<file path="src/rtl/sdbd_pkg.sv">
// Shared widths, constants, types and calendar functions of the day-count block.
package sdbd_pkg;

  localparam int YEAR_W  = 14;
  localparam int MONTH_W = 4;
  localparam int DAY_W   = 5;
  localparam int DIFF_W  = 23;
  localparam int YY_W    = 15;   // shifted year, up to 16783
  localparam int SER_W   = 23;   // serial day number
  localparam int PROD_W  = 28;   // YY_W x reciprocal
  localparam int RECIP_W = 13;
  localparam int Q_W     = 8;    // quotient by 100
  localparam int DOY_W   = 10;

  // Reciprocal of 100 scaled by 2^19; exact floor for every operand below 2^15.
  localparam logic [RECIP_W-1:0] RECIP_100   = 13'd5243;
  localparam int                 RECIP_SHIFT = 19;
  localparam logic [YY_W-1:0]    YEAR_SHIFT  = 15'd400;
  localparam logic signed [DIFF_W:0] DIFF_LIMIT = 24'sd3652426;

  typedef struct packed {
    logic load;    // capture the input beat
    logic sel;     // 0: first date, 1: second date
    logic mul_y;   // multiply plain year by reciprocal
    logic mul_yy;  // multiply shifted year, check date, form base sum
    logic sum;     // finish serial day number of the selected date
    logic finish;  // form the result and load the output register
  } dp_cmd_t;

  typedef struct packed {
    logic out_busy;  // output register holds a beat that is not taken
  } dp_sts_t;

  // Days from March 1 to the first of the month, year starting in March.
  function automatic logic [8:0] month_start(input logic [MONTH_W-1:0] m);
    logic [8:0] s;
    case (m)
      4'd3:    s = 9'd0;
      4'd4:    s = 9'd31;
      4'd5:    s = 9'd61;
      4'd6:    s = 9'd92;
      4'd7:    s = 9'd122;
      4'd8:    s = 9'd153;
      4'd9:    s = 9'd184;
      4'd10:   s = 9'd214;
      4'd11:   s = 9'd245;
      4'd12:   s = 9'd275;
      4'd1:    s = 9'd306;
      4'd2:    s = 9'd337;
      default: s = 9'd0;
    endcase
    return s;
  endfunction

  function automatic logic [DAY_W-1:0] month_len(input logic [MONTH_W-1:0] m,
                                                 input logic leap);
    logic [DAY_W-1:0] len;
    case (m) inside
      4'd2:                     len = leap ? 5'd29 : 5'd28;
      4'd4, 4'd6, 4'd9, 4'd11:  len = 5'd30;
      default:                  len = 5'd31;
    endcase
    return len;
  endfunction

endpackage

</file>
<file path="src/rtl/sdbd_channels.sv">
// Valid/ready channel interfaces for the input dates and the day-count result.
interface sdbd_in_if;
  import sdbd_pkg::*;
  logic                 valid;
  logic                 ready;
  logic [YEAR_W-1:0]    first_year;
  logic [MONTH_W-1:0]   first_month;
  logic [DAY_W-1:0]     first_day;
  logic [YEAR_W-1:0]    second_year;
  logic [MONTH_W-1:0]   second_month;
  logic [DAY_W-1:0]     second_day;
  logic                 include_end_day;

  modport source (output valid, first_year, first_month, first_day, second_year,
                  second_month, second_day, include_end_day, input ready);
  modport sink   (input valid, first_year, first_month, first_day, second_year,
                  second_month, second_day, include_end_day, output ready);
endinterface

interface sdbd_out_if;
  import sdbd_pkg::*;
  logic                     valid;
  logic                     ready;
  logic signed [DIFF_W-1:0] day_difference;
  logic                     date_invalid;

  modport source (output valid, day_difference, date_invalid, input ready);
  modport sink   (input valid, day_difference, date_invalid, output ready);
endinterface

</file>
<file path="src/rtl/sdbd_ctrl.sv">
// Controller that sequences the two date conversions and the final subtraction.
module sdbd_ctrl (
  input  logic              clk,
  input  logic              rst_n,
  input  logic              in_valid,
  output logic              in_ready,
  input  sdbd_pkg::dp_sts_t sts,
  output sdbd_pkg::dp_cmd_t cmd
);
  import sdbd_pkg::*;

  localparam logic [2:0] ST_IDLE   = 3'd0;
  localparam logic [2:0] ST_MUL_Y  = 3'd1;
  localparam logic [2:0] ST_MUL_YY = 3'd2;
  localparam logic [2:0] ST_SUM    = 3'd3;
  localparam logic [2:0] ST_FINISH = 3'd4;

  logic [2:0] state_r, state_nxt;
  logic       sel_r, sel_nxt;

  assign in_ready = (state_r == ST_IDLE);

  always_comb begin
    state_nxt  = state_r;
    sel_nxt    = sel_r;
    cmd        = '0;
    cmd.sel    = sel_r;
    unique case (state_r)
      ST_IDLE: begin
        if (in_valid) begin
          cmd.load  = 1'b1;
          sel_nxt   = 1'b0;
          state_nxt = ST_MUL_Y;
        end
      end
      ST_MUL_Y: begin
        cmd.mul_y = 1'b1;
        state_nxt = ST_MUL_YY;
      end
      ST_MUL_YY: begin
        cmd.mul_yy = 1'b1;
        state_nxt  = ST_SUM;
      end
      ST_SUM: begin
        cmd.sum = 1'b1;
        if (sel_r) begin
          state_nxt = ST_FINISH;
        end else begin
          sel_nxt   = 1'b1;
          state_nxt = ST_MUL_Y;
        end
      end
      ST_FINISH: begin
        if (!sts.out_busy) begin
          cmd.finish = 1'b1;
          state_nxt  = ST_IDLE;
        end
      end
      default: begin
        state_nxt = ST_IDLE;
      end
    endcase
  end

  always_ff @(posedge clk) begin
    if (!rst_n) begin
      state_r <= ST_IDLE;
      sel_r   <= 1'b0;
    end else begin
      state_r <= state_nxt;
      sel_r   <= sel_nxt;
    end
  end

endmodule

</file>
<file path="src/rtl/sdbd_datapath.sv">
// Datapath: serial day numbers through a shared reciprocal multiplier, then the signed result.
module sdbd_datapath (
  input  logic                           clk,
  input  logic                           rst_n,
  input  sdbd_pkg::dp_cmd_t              cmd,
  output sdbd_pkg::dp_sts_t              sts,
  input  logic [sdbd_pkg::YEAR_W-1:0]    in_first_year,
  input  logic [sdbd_pkg::MONTH_W-1:0]   in_first_month,
  input  logic [sdbd_pkg::DAY_W-1:0]     in_first_day,
  input  logic [sdbd_pkg::YEAR_W-1:0]    in_second_year,
  input  logic [sdbd_pkg::MONTH_W-1:0]   in_second_month,
  input  logic [sdbd_pkg::DAY_W-1:0]     in_second_day,
  input  logic                           in_include_end_day,
  output logic                           out_valid,
  input  logic                           out_ready,
  output logic signed [sdbd_pkg::DIFF_W-1:0] out_day_difference,
  output logic                           out_date_invalid
);
  import sdbd_pkg::*;

  logic [YEAR_W-1:0]  y1_r, y2_r;
  logic [MONTH_W-1:0] m1_r, m2_r;
  logic [DAY_W-1:0]   d1_r, d2_r;
  logic               inc_r;
  logic [PROD_W-1:0]  prod_r;
  logic [SER_W-1:0]   base_r, day1_r, day2_r;
  logic               bad_r;
  logic               out_valid_r;
  logic signed [DIFF_W-1:0] diff_out_r;
  logic               invalid_out_r;

  logic [YEAR_W-1:0]  y_s;
  logic [MONTH_W-1:0] m_s;
  logic [DAY_W-1:0]   d_s;
  logic [YY_W-1:0]    yy;
  logic [YY_W-1:0]    mul_a;
  logic [Q_W-1:0]     q;
  logic [YY_W-1:0]    q_x100;
  logic [YY_W-1:0]    rem;
  logic               leap;
  logic [DAY_W-1:0]   len;
  logic               ok;
  logic [DOY_W-1:0]   doy;
  logic [SER_W-1:0]   base_nxt;
  logic [SER_W-1:0]   day_nxt;
  logic signed [DIFF_W:0] diff, res, res_sat;

  assign y_s = cmd.sel ? y2_r : y1_r;
  assign m_s = cmd.sel ? m2_r : m1_r;
  assign d_s = cmd.sel ? d2_r : d1_r;

  // January and February count as months of the previous year.
  assign yy    = YY_W'(y_s) + YEAR_SHIFT - ((m_s <= 4'd2) ? 15'd1 : 15'd0);
  assign mul_a = cmd.mul_y ? YY_W'(y_s) : yy;

  // prod_r holds year/100 scaled: of the plain year after mul_y, of yy after mul_yy.
  assign q      = prod_r[RECIP_SHIFT +: Q_W];
  assign q_x100 = YY_W'(q) * 15'd100;
  assign rem    = YY_W'(y_s) - q_x100;
  assign leap   = (rem == '0) ? (q[1:0] == 2'b00) : (y_s[1:0] == 2'b00);
  assign len    = month_len(m_s, leap);
  assign ok     = (m_s >= 4'd1) && (m_s <= 4'd12) && (d_s != '0) && (d_s <= len);

  assign doy      = DOY_W'(month_start(m_s)) + DOY_W'(d_s) - 10'd1;
  assign base_nxt = SER_W'(yy) * 23'd365 + SER_W'(yy >> 2) + SER_W'(doy);
  assign day_nxt  = base_r - SER_W'(q) + SER_W'(q >> 2);

  always_comb begin
    diff = $signed({1'b0, day2_r}) - $signed({1'b0, day1_r});
    if (diff > 0) begin
      res = diff + $signed({{DIFF_W{1'b0}}, inc_r});
    end else begin
      res = diff - $signed({{DIFF_W{1'b0}}, inc_r});
    end
    if (res > DIFF_LIMIT) begin
      res_sat = DIFF_LIMIT;
    end else if (res < -DIFF_LIMIT) begin
      res_sat = -DIFF_LIMIT;
    end else begin
      res_sat = res;
    end
  end

  always_ff @(posedge clk) begin
    if (cmd.load) begin
      y1_r  <= in_first_year;
      m1_r  <= in_first_month;
      d1_r  <= in_first_day;
      y2_r  <= in_second_year;
      m2_r  <= in_second_month;
      d2_r  <= in_second_day;
      inc_r <= in_include_end_day;
    end
    if (cmd.mul_y || cmd.mul_yy) begin
      prod_r <= PROD_W'(mul_a) * PROD_W'(RECIP_100);
    end
    if (cmd.mul_yy) begin
      base_r <= base_nxt;
      bad_r  <= (cmd.sel ? bad_r : 1'b0) | !ok;
    end
    if (cmd.sum) begin
      if (cmd.sel) begin
        day2_r <= day_nxt;
      end else begin
        day1_r <= day_nxt;
      end
    end
    if (cmd.finish) begin
      diff_out_r    <= bad_r ? '0 : res_sat[DIFF_W-1:0];
      invalid_out_r <= bad_r;
    end
  end

  always_ff @(posedge clk) begin
    if (!rst_n) begin
      out_valid_r <= 1'b0;
    end else if (cmd.finish) begin
      out_valid_r <= 1'b1;
    end else if (out_ready) begin
      out_valid_r <= 1'b0;
    end
  end

  assign sts.out_busy       = out_valid_r && !out_ready;
  assign out_valid          = out_valid_r;
  assign out_day_difference = diff_out_r;
  assign out_date_invalid   = invalid_out_r;

endmodule

</file>
<file path="src/rtl/signed_days_between_dates.sv">
// The controller runs each date through the shared reciprocal multiplier in three
// steps, then one subtract step, which waits while the output register is blocked.
// A new date pair is taken only once the previous pair has reached the output register.
// A new input beat is taken while the previous result still waits in the output register.
// Reset (rst_n low, synchronous) returns the controller to idle and empties the output.
module signed_days_between_dates (
  input logic        clk,
  input logic        rst_n,
  sdbd_in_if.sink    in_ch,
  sdbd_out_if.source out_ch
);
  import sdbd_pkg::*;

  // The controller issues one command word per cycle; the datapath reports
  // only whether its output register is blocked by the downstream side.
  dp_cmd_t cmd;
  dp_sts_t sts;
  logic    ready;

  sdbd_ctrl u_ctrl (
    .clk      (clk),
    .rst_n    (rst_n),
    .in_valid (in_ch.valid),
    .in_ready (ready),
    .sts      (sts),
    .cmd      (cmd)
  );

  // Each date becomes a serial day number counted from a year shifted by 400,
  // so that every intermediate term stays non-negative. Division by 100 uses a
  // scaled reciprocal; division by 4 is a shift of the year, by 400 a shift of the quotient by 100.
  sdbd_datapath u_dp (
    .clk                (clk),
    .rst_n              (rst_n),
    .cmd                (cmd),
    .sts                (sts),
    .in_first_year      (in_ch.first_year),
    .in_first_month     (in_ch.first_month),
    .in_first_day       (in_ch.first_day),
    .in_second_year     (in_ch.second_year),
    .in_second_month    (in_ch.second_month),
    .in_second_day      (in_ch.second_day),
    .in_include_end_day (in_ch.include_end_day),
    .out_valid          (out_ch.valid),
    .out_ready          (out_ch.ready),
    .out_day_difference (out_ch.day_difference),
    .out_date_invalid   (out_ch.date_invalid)
  );

  // The input side is ready only while the controller is idle.
  assign in_ch.ready = ready;

endmodule

</file>
<file path="src/flat_wrapper.sv">
// flat-port wrapper written by rule: the top's interface ports become plain ports
module signed_days_between_dates_flat import sdbd_pkg::*;
  (clk, rst_n, in_ch_valid, in_ch_first_year, in_ch_first_month, in_ch_first_day, in_ch_second_year, in_ch_second_month, in_ch_second_day, in_ch_include_end_day, in_ch_ready, out_ch_valid, out_ch_day_difference, out_ch_date_invalid, out_ch_ready);
  sdbd_in_if in_ch_i ();
  sdbd_out_if out_ch_i ();
  input logic clk;
  input logic rst_n;
  input wire logic [$bits(in_ch_i.valid)-1:0] in_ch_valid;
  input wire logic [$bits(in_ch_i.first_year)-1:0] in_ch_first_year;
  input wire logic [$bits(in_ch_i.first_month)-1:0] in_ch_first_month;
  input wire logic [$bits(in_ch_i.first_day)-1:0] in_ch_first_day;
  input wire logic [$bits(in_ch_i.second_year)-1:0] in_ch_second_year;
  input wire logic [$bits(in_ch_i.second_month)-1:0] in_ch_second_month;
  input wire logic [$bits(in_ch_i.second_day)-1:0] in_ch_second_day;
  input wire logic [$bits(in_ch_i.include_end_day)-1:0] in_ch_include_end_day;
  output wire logic [$bits(in_ch_i.ready)-1:0] in_ch_ready;
  output wire logic [$bits(out_ch_i.valid)-1:0] out_ch_valid;
  output wire logic [$bits(out_ch_i.day_difference)-1:0] out_ch_day_difference;
  output wire logic [$bits(out_ch_i.date_invalid)-1:0] out_ch_date_invalid;
  input wire logic [$bits(out_ch_i.ready)-1:0] out_ch_ready;
  assign in_ch_i.valid = in_ch_valid;
  assign in_ch_i.first_year = in_ch_first_year;
  assign in_ch_i.first_month = in_ch_first_month;
  assign in_ch_i.first_day = in_ch_first_day;
  assign in_ch_i.second_year = in_ch_second_year;
  assign in_ch_i.second_month = in_ch_second_month;
  assign in_ch_i.second_day = in_ch_second_day;
  assign in_ch_i.include_end_day = in_ch_include_end_day;
  assign in_ch_ready = in_ch_i.ready;
  assign out_ch_valid = out_ch_i.valid;
  assign out_ch_day_difference = out_ch_i.day_difference;
  assign out_ch_date_invalid = out_ch_i.date_invalid;
  assign out_ch_i.ready = out_ch_ready;
  signed_days_between_dates u_core (.clk(clk), .rst_n(rst_n), .in_ch(in_ch_i), .out_ch(out_ch_i));
endmodule
</file>
<file path="config.mk">
export PLATFORM = sky130hd
export DESIGN_NAME = signed_days_between_dates_flat
export DESIGN_NICKNAME = d
export VERILOG_FILES = /design/src/rtl/sdbd_pkg.sv /design/src/rtl/sdbd_channels.sv /design/src/rtl/sdbd_ctrl.sv /design/src/rtl/sdbd_datapath.sv /design/src/rtl/signed_days_between_dates.sv /design/src/flat_wrapper.sv
export SDC_FILE = /design/constraint.sdc
export NUM_CORES = 1
export LEC_CHECK = 0
export BUFFER_PORTS_ARGS = -buffer_cell sky130_fd_sc_hd__clkbuf_2
export CAP_MARGIN = 10
export CORE_MARGIN = 2
export CORE_UTILIZATION = 55
export CTS_BUF_LIST = sky130_fd_sc_hd__clkbuf_4 sky130_fd_sc_hd__clkbuf_8
export DETAILED_ROUTE_END_ITERATION = 8
export PLACE_DENSITY_LB_ADDON = 0.2
export SLEW_MARGIN = 20
export SYNTH_ARGS = -nofsm -noshare
export SYNTH_HDL_FRONTEND = slang
export SYNTH_SLANG_ARGS = --single-unit
</file>
<file path="constraint.sdc">
create_clock -name clk -period 13.8 [get_ports clk]
set_input_delay 0.69 -clock clk [delete_from_list [all_inputs] [get_ports clk]]
set_output_delay 0.69 -clock clk [all_outputs]
set_load 0.03 [all_outputs]
</file>
# [After elaboration in Yosys (flattened, before gate mapping)]
# Memory sizes are Yosys's and may differ from the RTL's.
# Cells that the tools add are included.
[word_totals] latchBits=0 in_bits=51 regBits=173 ramBits=0 rom_bits=144 memories=1 word_cells=104
[memory_table] memory="(name not given)" words=16 width=9 read_ports=1 rd_ports_with_merged_regs=0 wr=0 line_no="sdbd_pkg.sv:37" source="case (m)"
[op_classes] reduce_logical=21 bitwise=2 n_lt_le_gt_ge=7 add_sub_neg=12 n_shift=0 muxes=28 eq_ne=11 n_mul=3 div_mod_pow=0
[ops] cell="$mul 15x13->27 const B" count=1
[ops] cell="$add 24x2->24" count=1
[ops] cell="$gt 24x1->1 const B" count=1
[ops] cell="$gt 24x23->1 const B" count=1
[ops] cell="$lt 24x23->1 const B" count=1
[ops] cell="$mux 24" count=1
[ops] cell="$sub 23x23->24" count=1
[ops] cell="$sub 24x2->24" count=1
[ops] cell="$add 23x10->23" count=1
[ops] cell="$add 23x13->23" count=1
[ops] cell="$add 23x6->23" count=1
[ops] cell="$mul 15x9->23 const B" count=1
[ops] cell="$mux 23" count=1
[ops] cell="$sub 23x8->23" count=1
[ops] cell="$mux 22" count=1
[ops] cell="$add 14x9->15 const B" count=1
[ops] cell="$logic_not 15->1" count=1
[ops] cell="$mux 1" count=15
[ops] cell="$mux 15" count=1
[ops] cell="$pmux 3 s5" count=1
[ops] cell="$sub 14x15->15" count=1
[ops] cell="$sub 15x1->15" count=1
[ops] cell="$mux 14" count=1
[ops] cell="$mul 8x5->13 const B" count=1
[ops] cell="31 further kinds" count=46

# [Depth between registers and ports, before layout]
# Gate-level depths: netlist of the first run.
[depth] word_depth=10 depth_mapped=43 ltp_nobuf=41

# [Cells and area by module]
# Synthesis of the first run repeated with hierarchy kept, for this count alone.
[unflattened] hier_cells=1844 area_unflattened_um2=18436.4
[modules_own_cells] module="sdbd_datapath" area_each_um2=18146.2 n_inst=1 cells_each=1816
[modules_own_cells] module="sdbd_ctrl" area_each_um2=290.3 n_inst=1 cells_each=28

# [Worst setup path after synthesis of the first run]
# Ideal clock, no wire load.
[synth_path] path_kind="register to register" start="register u_core.u_ctrl.sel_r" end="register u_core.u_dp.prod_r[26] (data pin)" path_stages_with_launch=44 setup_ns=0.260 period_less_slack_ns=9.239 arrival_ns=8.979 setup_slack_ns=4.561 n_path_buf=2 cell_sequence="dfxtp_1 > buf_1 > clkbuf_1 > mux2i_1 > inv_1 > ha_1 > inv_1 > a21oi_1 > ha_1 > inv_1 > ha_1 > inv_1 > fa_1 > nor2b_1 > o21ai_0 > nand2b_1 > a311o_1 > nand2_1 > [... 8 more ...] > fa_1 > inv_1 > fa_1 > fa_1 > inv_1 > fa_1 > inv_1 > ha_1 > a21o_1 > a21o_1 > a21oi_1 > o21ai_0 > a21oi_1 > o21ai_0 > o41a_1 > a211oi_1 > o21bai_1 > xnor2_1"
[synth_via] elab_chain_cells=6 elab_cells_between_ends=8 classes_between="add/sub: 2; mul: 1; order compare: 1; mux: 4"
[synth_rtl] item="start, declared" line_no="sdbd_ctrl.sv:19" source="logic sel_r, sel_nxt;"
[synth_rtl] item="start signal, assigned" line_no="sdbd_ctrl.sv:71" source="sel_r <= sel_nxt;"
[synth_rtl] item="branches (longest 4 deep; another with $add 14x9->15)"
[synth_rtl] item="$mux 15 (*)" line_no="sdbd_datapath.sv:54" source="assign mul_a = cmd.mul_y ? YY_W'(y_s) : yy;"
[synth_rtl] item="$mul 15x13->27 (*)" line_no="sdbd_datapath.sv:95" source="prod_r <= PROD_W'(mul_a) * PROD_W'(RECIP_100);"
[synth_rtl] item="end signal, assigned" line_no="sdbd_datapath.sv:95"
[synth_rtl] item="end, declared" line_no="sdbd_datapath.sv:25" source="logic [PROD_W-1:0] prod_r;"
# Every way passes the cells marked *.
# A chain may end at the register's enable or synchronous reset.

# [Worst setup path in the final report of the first run]
# Same ends and word-level chain as after synthesis.

==> summary.txt, run 1 <==
Iter 0 DRT Violations - 565
Core area - 33500 µm²
Flop2flop setup slack - 3.97 ns
Post-Syn Area per Cell - 9.81 µm²
Synth async-reset ratio - 0%
Setup Skew - 0.0296 ns
Hold WS - 0.368 ns
Placed wire-length estimate - 33400 µm
Commonest cells post-synth - 394 x inv_1, 317 x ha_1, 149 x edfxtp_1
Drt pass-1 iters - 5
GRT Util Overall - 23.0%
FF+latch count, synth - 154
Die height - 189 µm
Slew headroom - 30.4%
Hold/Removal Path Class - input pin to flip-flop
WP data arrival - 10.07 ns
TritonCTS clock tree - done
Row count - 67
Post-Place Cells - 2418
Reg2reg start - u_core.u_ctrl.sel_r
Pin count of the biggest net entering global routing - 45
Starting Density - 55.8%
Share of layout cells above drive strength 1 - 8.39%
Htree depth - 4
Fin. max-slew vios - 0
Worst-path clk slew - 0.12 ns
Post CTS Setup Buffer Count - 0
Number of global-route vias before repair - 13800
RR Endpoint - u_core.u_dp.prod_r[26]
Num ports - 77
Clock sinks - 154
Yosys top cell area share - 23.9%
Hold_sp - in_ch_first_year[12]
Max-capacitance violation count - 0
Worst path required time - 14.05 ns
DRC viols - 0
# setup viols final - 0
Post-Synthesis Cells - 1909
Total Neg Setup Slack - 0 ns
Die area - 35500 µm²
Sequential area share after synthesis - 24.4%
Endpoint, Worst Hold - u_core.u_dp.y1_r[12]
Synth top area cells - edfxtp_1 24%, ha_1 21%, fa_1 16%, inv_1 7.9%, xnor2_1 3.6%
Area delta synth->final - 7.00%
Most frequent cell after synthesis - inv_1
CP Capture Type - flip-flop
Fin crit period - 9.83 ns
Hold path depth - 1
IO Port Bufs - 76
Kind of critical path - flip-flop to flip-flop
Largest stage delay, worst path - 0.52 ns
Gr ovfl total - 0
Final WL - 39500 µm
Setup crit start kind - flip-flop
Run status - completed
Mapped Area - 18700 µm²
Fmax - 102 MHz
RSZ-0062 raised after global routing - no
Inserted Diodes - 0
Worst-Skew Late Latency - 0.49 ns
Resized cells post-CTS - 0
RePlAce Congestion - 0.908
Worst R2R Path Depth - 42
Actual slew at the worst max-slew pin - 1.04 ns
Post-synth cell types - 93
Via count of the routed design - 13600
Nets - 2505
Final std cells w/o fill - 2450
Max clock buf depth - 2
Initial antenna violation count - 0
Syn Nets - 2425
Main synth FF type - edfxtp_1
First-pass GRT wire length - 65400 µm
Post-synth EDFFs - 149
Root Driver - clkbuf_8
Final worst path period share - 71.2%
Antenna Nets Post-Route - 0
Hold Vio Cnt, Final - 0
Die W - 189 µm
Critical path's slowest cell - fa_1
Vias per inst - 5.55
Yosys warns - 0
CP Max Fanout - 30
WL per Instance - 16.1 µm
Most Frequent Cell on Critical Path - inv_1
CTS buffer count - 17
CTS Hold Bufs - 0
Top cell type by total area after synthesis - edfxtp_1
==> kinds of logic after synthesis <==
group	after synthesis	share of synthesized area (%)
simple gates	354	9.43
mux	27	1.49
flops	154	24.4
fa+ha+maj	465	37.0
compound gates	391	14.5
buf+inv	419	8.56
xor+xnor	99	4.63
==> flip-flops by register name, indices dropped and copies added, names as in the netlist, 3 cells and up <==
signal / flops
u_core.u_ctrl.state_r: 3
u_core.u_dp.base_r: 23
u_core.u_dp.d1_r: 5
u_core.u_dp.d2_r: 5
u_core.u_dp.day1_r: 23
u_core.u_dp.day2_r: 23
u_core.u_dp.m1_r: 4
u_core.u_dp.m2_r: 4
u_core.u_dp.out_day_difference: 23
u_core.u_dp.prod_r: 8
u_core.u_dp.y1_r: 14
u_core.u_dp.y2_r: 14
==> stage by stage <==
| step | cell area (µm²) | setup WS [ns] | util (%) |
|---|---|---|---|
| 6_report | 20000 | 3.97 | 59.8 |
| 5_1_grt | 20000 | 3.25 | 59.8 |
| 4_1_cts | 20000 | 3.97 | 59.7 |
| 3_5_place_dp | 19600 | 4.00 | 58.5 |
| 3_3_place_gp | 19600 | 4.30 | 58.5 |
| 2_1_floorplan | 18700 | 4.56 | - |
==> cell type report <==
class                   count  area (µm²)
clock inverters            15         169
inverters                 395        1480
clock buffers              17         234
well taps                 448         561
fillers                  2874       13500
repair buffers             85         448
flip-flops and latches    154        4570
multi-input cells        1336       12600
==> critical path: cells and delay by family (launching register included) <==
kind	cells	cell delay [ns]
buffers and inverters	9	1.08
DFF	1	0.32
and+or+nand+nor	5	0.54
adders and majority gates	10	3.61
AOI/OAI and AO/OA	15	2.96
muxes	1	0.50
xor gates and xnor gates	2	0.55
==> per-layer routing <==
layer,vias to the layer above,wire [µm],GRT usage [%]
met3,86,1590,3.86
met1,6482,16500,26.9
li1,6726,-,-
met4,0,1650,10.0
met5,-,0,0
met2,295,19800,41.4
==> cell usage in the layout (no fill, tap or decap), types with 8 or more instances in the layout <==
master and n:
inv_1 394, ha_1 317, edfxtp_1 149, fa_1 148, nor2_1 95, a21oi_1 86
nand2_1 78, xnor2_1 76, clkbuf_2 76, o21ai_0 73, a21o_1 41, nor3_1 33
o21a_1 30, xor2_1 23, mux2i_1 20, and2_1 18, nand3_1 18, clkbuf_8 17
nor2b_1 16, nand2b_1 15, a211oi_1 15, o211ai_1 15, and3_1 14, o21bai_1 14
a31oi_1 12, or3_1 11, nand4_1 10, o22ai_1 9, buf_4 9, or2_2 8
o21ai_1 8
==> worst max-delay path by stage <==
stage,start,endpoint
2_1_floorplan,u_core.u_ctrl.sel_r,u_core.u_dp.prod_r[26]
3_3_place_gp,u_core.u_ctrl.sel_r,u_core.u_dp.prod_r[26]
3_5_place_dp,u_core.u_ctrl.sel_r,u_core.u_dp.prod_r[26]
4_1_cts,u_core.u_ctrl.sel_r,u_core.u_dp.prod_r[26]
5_1_grt,u_core.u_ctrl.sel_r,u_core.u_dp.prod_r[26]
6_report,u_core.u_ctrl.sel_r,u_core.u_dp.prod_r[26]
Power of run 1 is left out: the tool's default activity adds up to more than one toggle a clock period on the data nets, which glitch-free logic cannot reach.
==> run 2, diff against run 1 <==
==> constraint.sdc (replaced) <==
create_clock -name clk -period 9.14 [get_ports clk]
set_input_delay 0.457 -clock clk [delete_from_list [all_inputs] [get_ports clk]]
set_output_delay 0.457 -clock clk [all_outputs]
set_load 0.03 [all_outputs]
==> summary.txt, run 2 (same netlist as run 1, synthesis figures left out) <==
Final worst path period share - 92.8%
IO Port Bufs - 76
Largest stage delay, worst path - 0.54 ns
Worst R2R Path Depth - 39
Pin count of the biggest net entering global routing - 48
Slew headroom - 32.4%
Core area - 33500 µm²
Antenna Nets Post-Route - 0
Max-capacitance violation count - 0
Fin crit period - 8.49 ns
Placed wire-length estimate - 34700 µm
Fmax - 118 MHz
Die height - 189 µm
Die area - 35500 µm²
Post CTS Setup Buffer Count - 0
Most Frequent Cell on Critical Path - inv_1
Nets - 2522
Hold path depth - 1
Flop2flop setup slack - 0.65 ns
# setup viols final - 0
Clock sinks - 154
CTS buffer count - 17
Share of layout cells above drive strength 1 - 9.36%
Die W - 189 µm
Initial antenna violation count - 0
Reg2reg start - u_core.u_ctrl.sel_r
CP Capture Type - flip-flop
Inserted Diodes - 0
CP Max Fanout - 6
TritonCTS clock tree - done
WL per Instance - 16.5 µm
Max clock buf depth - 2
Final WL - 40600 µm
Num ports - 77
Critical path startpoint - u_core.u_ctrl.sel_r
Setup crit start kind - flip-flop
Iter 0 DRT Violations - 587
Root Driver - clkbuf_8
Setup Skew - 0.0188 ns
Actual slew at the worst max-slew pin - 1.01 ns
RR Endpoint - u_core.u_dp.prod_r[26]
Most common cell after layout, fill and taps aside - inv_1
Vias per inst - 5.53
Number of global-route vias before repair - 13900
Gr ovfl total - 0
Via count of the routed design - 13600
GRT Util Overall - 23.7%
Hold_sp - in_ch_first_year[2]
RePlAce Congestion - 0.922
Hold Vio Cnt, Final - 0
Starting Density - 55.8%
Kind of critical path - flip-flop to flip-flop
Worst-Skew Late Latency - 0.48 ns
Worst-path clk slew - 0.10 ns
Htree depth - 4
Drt pass-1 iters - 7
First-pass GRT wire length - 67400 µm
Hold/Removal Path Class - input pin to flip-flop
Endpoint, Worst Hold - u_core.u_dp.y1_r[2]
Fin. max-slew vios - 0
Most frequent cells in the layout - 393 x inv_1, 317 x ha_1, 149 x edfxtp_1
DRC viols - 0
WP data arrival - 8.71 ns
Critical path's slowest cell - fa_1
Area delta synth->final - 7.55%
Run status - completed
RSZ-0062 raised after global routing - no
Worst path required time - 9.37 ns
Fillers - 2943
Row count - 67
Total Neg Setup Slack - 0 ns
run 2: cell count changes in the layout (fill, tap and decap cells not counted), sizes merged:
cell / before / now
buf: 9 / 26
clkinv: 4 / 6
inv: 404 / 402
run 2: area by class of cell:
class	instances	area [µm²]	share of cell area, %
Clock buffer	17	234	1.16
Timing Repair Buffer	102	579	2.88
Sequential cell	154	4580	22.7
Tap cell	448	561	2.78
Inverter	395	1480	7.36
Clock inverter	15	133	0.659
Multi-Input combinational cell	1336	12600	62.4
run 2: per-stage QoR:
| stage | std cells | setup WS, ns | hold slack [ns] | area (µm²) | utilization (%) |
|---|---|---|---|---|---|
| after detailed placement | 2435 | 0.292 | 0.573 | 19800 | 58.9 |
| after floorplan | 1909 | 0.0525 | 0.532 | 18700 | - |
| after CTS | 2467 | 0.285 | 0.117 | 20100 | 60.0 |
| final | 2467 | 0.655 | 0.150 | 20100 | 60.1 |
| after global placement | 2434 | 0.524 | 0.565 | 19700 | 58.9 |
| after global routing | 2467 | 0.0161 | 0.107 | 20100 | 60.1 |
run 2: repair_timing:
item | CTS | global route
hold buffers | 0 | 0
resized for setup | 0 | 6
setup endpoints to repair | 0 | 5
run 2: layer usage:
metal | GRT usage, % | wire, µm | part of all wire, % | up-vias
met3 | 2.91 | 1070 | 2.6 | 43
met5 | 0 | 0 | 0 | -
met2 | 44.4 | 21300 | 52 | 244
met1 | 28.6 | 17400 | 43 | 6584
met4 | 6.22 | 863 | 2.1 | 0
li1 | - | - | - | 6773
run 2: worst max path at each step:
stage	endpoint	slack [ns]	cells after the start
6_report	u_core.u_dp.prod_r[26]	0.65	39
5_1_grt	u_core.u_dp.prod_r[26]	0.02	41
4_1_cts	u_core.u_dp.prod_r[26]	0.28	41
3_5_place_dp	u_core.u_dp.prod_r[26]	0.29	41
3_3_place_gp	u_core.u_dp.prod_r[26]	0.52	41
2_1_floorplan	u_core.u_dp.prod_r[26]	0.05	43
run 2: worst max-delay path, delay by kind of cell, from the launching register on:
kind,cells,cell delay (ns)
xor+xnor,2,0.23
simple gates,6,0.62
fa+ha+maj,9,3.23
mux,1,0.37
flops,1,0.42
buf+inv,6,0.35
compound gates,15,3.03
Power of run 2 is left out for the same reason.
